[config.mk]
export PLATFORM = sky130hd
export DESIGN_NAME = hcac_avg
export DESIGN_NICKNAME = d
export VERILOG_FILES = /design/src/hcac_pkg.sv /design/src/hcac_avg.sv
export SDC_FILE = /design/constraint.sdc
export NUM_CORES = 1
export LEC_CHECK = 0
export BUFFER_PORTS_ARGS = -buffer_cell sky130_fd_sc_hd__buf_4
export CAP_MARGIN = 30
export CORE_AREA = 2 2 318 320
export DETAILED_ROUTE_END_ITERATION = 10
export DIE_AREA = 0 0 320 322
export GPL_ROUTABILITY_DRIVEN = 0
export REMOVE_ABC_BUFFERS = 1
export SLEW_MARGIN = 10
export SYNTH_ARGS = -nofsm -noshare
export SYNTH_HDL_FRONTEND = slang
export SYNTH_SLANG_ARGS = --single-unit
[constraint.sdc]
create_clock -name clk -period 23 [get_ports clk]
set_input_delay 2.3 -clock clk [delete_from_list [all_inputs] [get_ports clk]]
set_output_delay 2.3 -clock clk [all_outputs]
set_load 0.05 [all_outputs]
[src/hcac_pkg.sv]
`timescale 1ns / 1ps
`default_nettype none
package hcac_pkg;

  localparam int FracBits = 16;
  localparam int Terms = 16;
  localparam int IntLimit = 40;
  localparam int IntBits = 6;
  localparam int FBits = 30;
  localparam int PowSteps = IntLimit - 1;
  localparam logic [31:0] ExpNegOne = 32'd790015085;
  localparam logic [31:0] OneQ31 = 32'h8000_0000;

  localparam logic [1:0] RegMean = 2'd0;
  localparam logic [1:0] RegSpread = 2'd1;
  localparam logic [1:0] RegScale = 2'd2;
  localparam logic [1:0] RegKeep = 2'd3;

  typedef struct packed {
    logic        wr;
    logic        scale;
    logic        less;
    logic [31:0] raw;
    logic [7:0]  ival;
  } side_t;

  typedef struct packed {
    logic [20:0] mean;
    logic [31:0] spread;
    logic        scale;
    logic        keep;
  } cfg_t;

endpackage
`default_nettype wire

[src/hcac_avg.sv]
`timescale 1ns / 1ps
`default_nettype none
module hcac_avg (
  input  logic            clk,
  input  logic            rst,
  input  logic            adv,
  input  logic            in_valid,
  input  logic [7:0]      count,
  input  logic [31:0]     hsum,
  input  logic [15:0]     isum,
  input  hcac_pkg::cfg_t  cfg,
  output logic            out_valid,
  output hcac_pkg::side_t out_side
);
  import hcac_pkg::*;

  localparam int Stages = 8;
  localparam int HStep = 4;
  localparam int IStep = 2;

  logic [Stages:0] v;
  logic [7:0]      cnt [Stages+1];
  logic            neg [Stages+1];
  logic [7:0]      hr  [Stages+1];
  logic [31:0]     hq  [Stages+1];
  logic [7:0]      ir  [Stages+1];
  logic [15:0]     iq  [Stages+1];

  function automatic logic [39:0] hstep(input logic [39:0] st, input logic [7:0] c);
    logic [8:0]  t;
    logic [31:0] n;
    t = {st[39:32], st[31]};
    n = {st[30:0], 1'b0};
    if (t >= {1'b0, c}) begin
      t = t - {1'b0, c};
      n[0] = 1'b1;
    end
    return {t[7:0], n};
  endfunction

  function automatic logic [23:0] istep(input logic [23:0] st, input logic [7:0] c);
    logic [8:0]  t;
    logic [15:0] n;
    t = {st[23:16], st[15]};
    n = {st[14:0], 1'b0};
    if (t >= {1'b0, c}) begin
      t = t - {1'b0, c};
      n[0] = 1'b1;
    end
    return {t[7:0], n};
  endfunction

  always_ff @(posedge clk) begin
    if (rst) begin
      v[0] <= 1'b0;
    end else if (adv) begin
      v[0] <= in_valid;
    end
  end

  always_ff @(posedge clk) begin
    if (adv) begin
      cnt[0] <= count;
      neg[0] <= hsum[31];
      hq[0]  <= hsum[31] ? (~hsum + 32'd1) : hsum;
      hr[0]  <= '0;
      iq[0]  <= isum;
      ir[0]  <= '0;
    end
  end

  for (genvar s = 1; s <= Stages; s++) begin : g_stage
    logic [39:0] hs;
    logic [23:0] is;

    always_comb begin
      hs = {hr[s-1], hq[s-1]};
      for (int i = 0; i < HStep; i++) hs = hstep(hs, cnt[s-1]);
      is = {ir[s-1], iq[s-1]};
      for (int i = 0; i < IStep; i++) is = istep(is, cnt[s-1]);
    end

    always_ff @(posedge clk) begin
      if (rst) begin
        v[s] <= 1'b0;
      end else if (adv) begin
        v[s] <= v[s-1];
      end
    end

    always_ff @(posedge clk) begin
      if (adv) begin
        cnt[s] <= cnt[s-1];
        neg[s] <= neg[s-1];
        hr[s]  <= hs[39:32];
        hq[s]  <= hs[31:0];
        ir[s]  <= is[23:16];
        iq[s]  <= is[15:0];
      end
    end
  end

  logic        empty;
  logic [31:0] z;

  assign empty = (cnt[Stages] == 8'd0);
  assign z = neg[Stages] ? (~hq[Stages] + 32'd1) : hq[Stages];

  always_ff @(posedge clk) begin
    if (rst) begin
      out_valid <= 1'b0;
    end else if (adv) begin
      out_valid <= v[Stages];
    end
  end

  always_ff @(posedge clk) begin
    if (adv) begin
      out_side.wr    <= !empty || !cfg.keep;
      out_side.scale <= !empty && cfg.scale;
      out_side.less  <= 1'b0;
      out_side.raw   <= empty ? 32'd0 : z;
      out_side.ival  <= empty ? 8'd0 : iq[Stages][7:0];
    end
  end

endmodule
`default_nettype wire

Word level (Yosys, flattened, before mapping):

Memories as Yosys holds them, arrays and structs flattened. A register that Yosys moved wholly into a read port is not among the register bits.
Cells that the tools add are included.

* word-level logic and storage cells: 224
* bits in writable memories: 657
* memories kept: 6
* output and inout port bits: 44
* bits in registers: 44

Memories
* hq: words 9, width 32, rd ports 9, clocked after Yosys merged registers in 0, wr ports 9, line hcac_avg.sv:25 `logic [31:0] hq [Stages+1];`
* iq: words 9, width 16, rd ports 9, clocked after Yosys merged registers in 1, wr ports 9, line hcac_avg.sv:27 `logic [15:0] iq [Stages+1];`
* cnt: words 9, width 8, rd ports 9, clocked after Yosys merged registers in 0, wr ports 9, line hcac_avg.sv:22 `logic [7:0] cnt [Stages+1];`
* hr: words 9, width 8, rd ports 8, clocked after Yosys merged registers in 0, wr ports 9, line hcac_avg.sv:24 `logic [7:0] hr [Stages+1];`
* ir: words 9, width 8, rd ports 8, clocked after Yosys merged registers in 0, wr ports 9, line hcac_avg.sv:26 `logic [7:0] ir [Stages+1];`
* neg: words 9, width 1, rd ports 9, clocked after Yosys merged registers in 0, wr ports 9, line hcac_avg.sv:23 `logic neg [Stages+1];`

* muxes and demuxes: 100
* magnitude comparators: 48
* $add $sub $neg: 50
* reduce and logical (&&, ||, !) cells: 5
* bitwise gates (word level): 2

Operators with widths (number)
* >= comparator 9 x 8 -> 1 bit: 48
* two-way mux 8 bit: 48
* subtractor 8 bit: 48
* adder 32 x 1 -> 32 bit (second input constant): 2
* two-way mux 32 bit: 2
* NOT 32 bit: 2
* two-way mux 1 bit: 50
* logical NOT 8 bit: 1
* logical NOT 1 bit: 2
* logical AND 1 bit: 1
* logical OR 1 bit: 1

Longest topological paths before layout:

Gate-level depths: netlist (run 1).
An unclocked memory read counts as a cell.

* depth in word-level cells: 9
* gate-level depth with buffers: 43

Worst setup path after synthesis (run 1):

No wires, ideal clock.

* path kind: register to register
* start: mem cnt[3][1], in the netlist cnt[0][25]
* end: mem hr[4][3], in the netlist hr[0][35], data pin
* library setup time: 0.261 ns
* path slack: 14.220 ns
* data required time: 22.739 ns
* stages on the path, launching flop included: 41
* data arrival time: 8.519 ns
* clock period less this slack: 8.780 ns
* cell sequence: edfxtp_1 > inv_1 > ha_1 > a21oi_1 > o31ai_1 > o2111ai_1 > nand2_1 > o21ai_0 > inv_1 > ha_1 > nor2b_1 > o21ai_0 > a21o_1 > a21oi_1 > and2_1 > nor3_4 > nor2_1 > a21oi_1 > [5 not listed] > o21a_1 > or3_1 > a21oi_1 > o31a_1 > buf_2 > inv_1 > buf_1 > a21oi_1 > ha_1 > nor2b_1 > o21ai_0 > a21oi_1 > o41ai_1 > a21oi_1 > a311o_1 > mux2i_1 > mux2i_2 > a221o_1

RTL lines (line)
* start, declared: hcac_avg.sv:22
* end, declared: hcac_avg.sv:24

==> results.ini, run 1 <==
[route]
first_pass_iters=5
top_layer=met4
drc=0
wl_um=78200
drt-initial-drc-count=1219
vias=24500
dr_wl_met3_um=3080
wl_met1_um=38800
dr_wl_met2_um=34300
routedWlPerCell_um=16.4
via_per_inst=5.15
postRouteAntennaNets=0

[critical_path]
r2r_slack_ps=11980
start_kind=register
reg2reg_depth=37
timing.rr.end=hr[0][35]
rr_startpoint=cnt[0][25]
crit_top_cell=a21oi_1
crit_path_top_delay_cell=a21oi_1
criticalPathCategory=reg2reg
slowest_delay_ps=650
required_ps=23370
crit_arrival_ps=11390
cp-end-kind=register
critPathMaxFanout=16

[synthesis]
async_flop_share_pct=0
yosysTopAreaCell=edfxtp_1
ys_ff_latch=625
syn-instance-count=3262
synth_edf_count=615
ys_types=89
synth_area_leaders=edfxtp_1 48%, ha_1 12%, mux2_2 6.3%, xnor2_1 3.7%, inv_1 2.4%
syn_area_per_cell_um2=11.9
synth_warnings=0
synth_top_area_share_pct=47.7
ys_seq_area_share_pct=48.3
synth_flop_cell=edfxtp_1
synthesis.area_um2=38700

[cells_and_area]
drive_gt1_share_pct=13.9
syn_to_final_growth_pct=12.0
n_antenna_cell=0
nets=3952

[floorplan]
dieArea_um2=103000
initial_core_util_pct=38.9
core_area_um2=99600
num_rows=116
die_w_um=320
io_pins=159
die_h_um=322

[cts]
ctsRootBufferMaster=clkbuf_16
cts_max_level=3
cts_inserted_buffers=72
clk_pin_slew_ps=60
worstSkewPairLatency_ps=620
post_cts_buffers=0
cts_resized=0
clock_path_buffers=3
cts_hold_buf=0
cts_sinks=625
cts_tree=yes

[timing]
hold_viol=0
relSlewSlack_pct=38.2
final-setup-viol-count=0
rsz0062_at_grt=no
worstMarginPinSlew_ps=924
min_period_over_period_pct=47.9
period_needed_ps=11020
fmax_mhz=90.7
slew_viol_final=0
fin_tns_setup_ps=0
finalClockSkew_ps=23.0

[global_routing]
grt_pass1_wl_um=126000
grt-ovfl-total=0
antenna_found_initial=1
grt_max_degree=92
grt_use_total_pct=15.2
grt_pass1_vias=23900

[hold_path]
hold_path.startpoint=hq[0][224]
hold_path_class=reg2reg
whs_path_depth=0
holdPathEnd=hq[0][260]

[place]
hpwl_um=58100
port_buffers=104

[run_status]
outcome=completed

[run]
maxCapViolCount=0

[synthesized netlist by cell type, drive strengths merged, types with 23 or more instances]
master,count
nand2b,50
nor2,208
or3,32
nand4,59
a21boi,23
ha,374
o21a,29
nand3,43
inv,253
nand2,136
nor2b,85
o31ai,27
edfxtp,615
nor3,30
a21oi,171
o21ai,177
mux2i,64
xor2,98
xnor2,163
a21o,82
o21bai,35
fa,44
mux2,216
[metrics by stage]
stage                     util (%)  hold slack, ps  worst slack, ps  area [µm²]  instances
after detailed placement      41.2             405            12110       41000       4641
after floorplan                  -             400            14180       38500       3227
after CTS                     43.5             395            12050       43300       4768
after global placement        41.2             400            12260       41000       4641
after global routing          43.5             409            10800       43300       4770
final                         43.5             406            11980       43300       4770
[cell type report]
cell class / instances / area (µm²)
Fill cell: 9283 / 56200
Multi-Input combinational cell: 2348 / 18900
Sequential cell: 625 / 18700
Clock buffer: 91 / 1960
Tap cell: 1298 / 1620
Inverter: 254 / 953
Timing Repair Buffer: 118 / 893
Clock inverter: 36 / 310
[per-layer routing]
layer  vias up  track usage (%)
li1      12500                -
met1     11600             21.6
met2       360             23.9
met3       120             2.21
met4         0             5.20
met5         -                0
[sequential cells by signal, summed over array words and instances (netlist names)]
name       flops
out_side      42
hr            56
ir            56
hq           288
out_valid      1
v              9
neg            9
iq            92
cnt           72
[worst max path at each step]
stage               startpoint         to  slack (ps)  cells after the start
finish              cnt[0][25]  hr[0][35]       11980                     37
global placement    cnt[0][33]  hr[0][46]       12260                     36
floorplan           cnt[0][33]  hr[0][42]       14180                     36
detailed placement  cnt[0][25]  hr[0][35]       12110                     37
global route        cnt[0][25]  hr[0][35]       10800                     37
CTS                 cnt[0][25]  hr[0][35]       12050                     37
[cell usage in the layout (no fill, tap or decap), types with 23 or more instances in the layout]
| cell type | count |
|---|---|
| nand4_1 | 59 |
| o21a_1 | 29 |
| clkbuf_16 | 75 |
| a21oi_1 | 170 |
| mux2_2 | 216 |
| nand2b_1 | 50 |
| nor2_1 | 207 |
| nand3_1 | 43 |
| o31ai_1 | 26 |
| ha_1 | 374 |
| inv_1 | 252 |
| xor2_1 | 98 |
| edfxtp_1 | 615 |
| nand2_1 | 134 |
| mux2i_1 | 63 |
| fa_1 | 44 |
| nor3_1 | 27 |
| or3_1 | 31 |
| a21boi_0 | 23 |
| a21o_1 | 82 |
| o21bai_1 | 35 |
| xnor2_1 | 163 |
| o21ai_0 | 174 |
| buf_4 | 115 |
| nor2b_1 | 85 |
[critical path, delay by kind of cell (launching register included)]
family	cells	cell delay, ps
simple gates	8	1760
buf+inv	4	930
compound gates	20	5890
flops	1	540
fa+ha+maj	4	1250
mux	1	370
[kinds of logic after synthesis]
kind of cell / synth area share [%]
compound gates: 11.1
xor+xnor: 5.91
fa+ha+maj: 14.4
buf+inv: 2.85
flops: 48.3
mux: 7.95
other cells: 0.00969
simple gates: 9.53
Power of run 1 is not shown: default switching activity piles up to over one toggle a cycle in this logic, so the estimate is an artifact.
==> inputs of run 2 (changes only) <==
==> constraint.sdc (replaced) <==
create_clock -name clk -period 9.05 [get_ports clk]
set_input_delay 0.905 -clock clk [delete_from_list [all_inputs] [get_ports clk]]
set_output_delay 0.905 -clock clk [all_outputs]
set_load 0.05 [all_outputs]
==> results.ini, run 2 (synthesized netlist as in run 1, its figures left out) <==
[timing]
worstMarginPinSlew_ps=1100  ; +176 ps
relSlewSlack_pct=26.7  ; -12 points
finalClockSkew_ps=19.6  ; -3.41 ps
final-setup-viol-count=0  ; unchanged
whs_ps=407  ; +1.02 ps
fin_tns_setup_ps=0  ; unchanged
hold_viol=0  ; unchanged
fmax_mhz=118  ; +31%
period_needed_ps=8440  ; -2580 ps
min_period_over_period_pct=93.3  ; +45 points
slew_viol_final=0  ; unchanged

[run_status]
outcome=completed

[critical_path]
criticalPathCategory=reg2reg
start_kind=register
rr_startpoint=hr[0][16]
reg2reg_depth=35  ; -5.4%
critPathMaxFanout=12  ; -4
startpoint=hr[0][16]
cp-end-kind=register
crit_top_cell=o21ai_0
crit_arrival_ps=8820  ; -2570 ps
required_ps=9430  ; -13940 ps
slowest_delay_ps=500  ; -150 ps
crit_path_top_delay_cell=a311o_1

[cells_and_area]
largest_reg_flops=288  ; unchanged
top_regs=hq (288), iq (92), cnt (72)
nets=4096  ; +3.6%
mostFrequentLayoutCells=615 x edfxtp_1, 374 x ha_1, 254 x buf_4
final_util_pct=44.9  ; +1.4 points
syn_to_final_growth_pct=15.6
final_common_cell=edfxtp_1
n_antenna_cell=0  ; unchanged
largest_register=hq
drive_gt1_share_pct=17.8  ; +3.9 points

[hold_path]
whs_path_depth=0  ; unchanged
hold_path_class=reg2reg
hold_path.startpoint=hq[0][134]

[floorplan]
num_rows=116  ; unchanged
dieArea_um2=103000  ; unchanged
initial_core_util_pct=38.9  ; unchanged
io_pins=159  ; unchanged
die_w_um=320  ; unchanged
die_h_um=322  ; unchanged
core_area_um2=99600  ; unchanged

[global_routing]
grt_pass1_wl_um=129000  ; +2.4%
grt-ovfl-total=0  ; unchanged
grt_pass1_vias=24400  ; +1.9%
grt.met3_usage_pct=2.31  ; +0.094 points
grtUsageMet1_pct=22.1  ; +0.55 points
grt_use_total_pct=15.7  ; +0.41 points
antenna_found_initial=6  ; +5
busiest_layer=met2
gr-usage-met2_pct=24.5  ; +0.57 points
grt_max_degree=181  ; +97%

[cts]
cts_max_level=3  ; unchanged
clk_pin_slew_ps=50  ; about the same
cts_tree=yes
ctsRootBufferMaster=clkbuf_16
cts_inserted_buffers=75  ; +4.2%
clock_path_buffers=3  ; unchanged
cts_sinks=625  ; unchanged
worstSkewPairLatency_ps=640  ; +20 ps

[route]
first_pass_iters=5  ; unchanged
wl_um=80200  ; +2.5%
via_per_inst=5.06  ; -1.7%
drc=0  ; unchanged
drt-initial-drc-count=1364  ; +12%
routedWlPerCell_um=16.3  ; -0.58%
vias=24900  ; +1.4%
postRouteAntennaNets=0  ; unchanged

[place]
port_buffers=104  ; unchanged
hpwl_um=60200  ; +3.6%

[run]
maxCapViolCount=0  ; unchanged

[run 2: cell count changes in the layout (fill, tap and decap cells not counted), sizes merged]
cell	delta
buf	+143
bufinv	+4
clkbuf	-2
clkinv	+3
clkinvlp	-2
inv	+4
[run 2: final cells by class]
cell class	instances	area, µm²
inverter	254	957
clock inverter	45	492
tap	1298	1620
sequential	625	18700
multi-input combinational	2348	19000
fill	9216	54900
clock buffer	91	2000
timing repair buffer	259	2010
[run 2: final timing paths]
kind / endpoint / slack, ps
max: hr[0][25] / 610
min: hq[0][170] / 410
min reg2reg: hq[0][170] / 410
max reg2reg: hr[0][25] / 610
[run 2: repair_timing]
item                                    in CTS  in global routing
hold buffers                                 0                  0
setup buffers                                0                  3
gates resized for setup                      0                 17
endpoints found under the setup margin       0                 37
[run 2: critical path: cells and delay by family (launching register included)]
kind,cells,cell delay (ps)
adders and majority gates,4,1300
muxes,3,1050
DFF,1,440
and+or+nand+nor,8,1330
AOI/OAI and AO/OA,17,3710
buffers and inverters,3,330
[run 2: routing by layer]
metal	vias to the layer above	part of all wire, %
met5	-	0.012
met4	2	2.6
met3	128	3.7
met2	344	44
met1	11700	49
li1	12700	-
[run 2: stage by stage]
stage / setup WS [ps] / cell area, µm² / instances
2_1_floorplan: 232 / 38500 / 3227
5_1_grt: -1.91 / 44700 / 4920
4_1_cts: 411 / 44600 / 4917
3_3_place_gp: 495 / 42100 / 4780
6_report: 607 / 44700 / 4920
3_5_place_dp: 471 / 42200 / 4781
Power of run 2 is left out for the same reason.
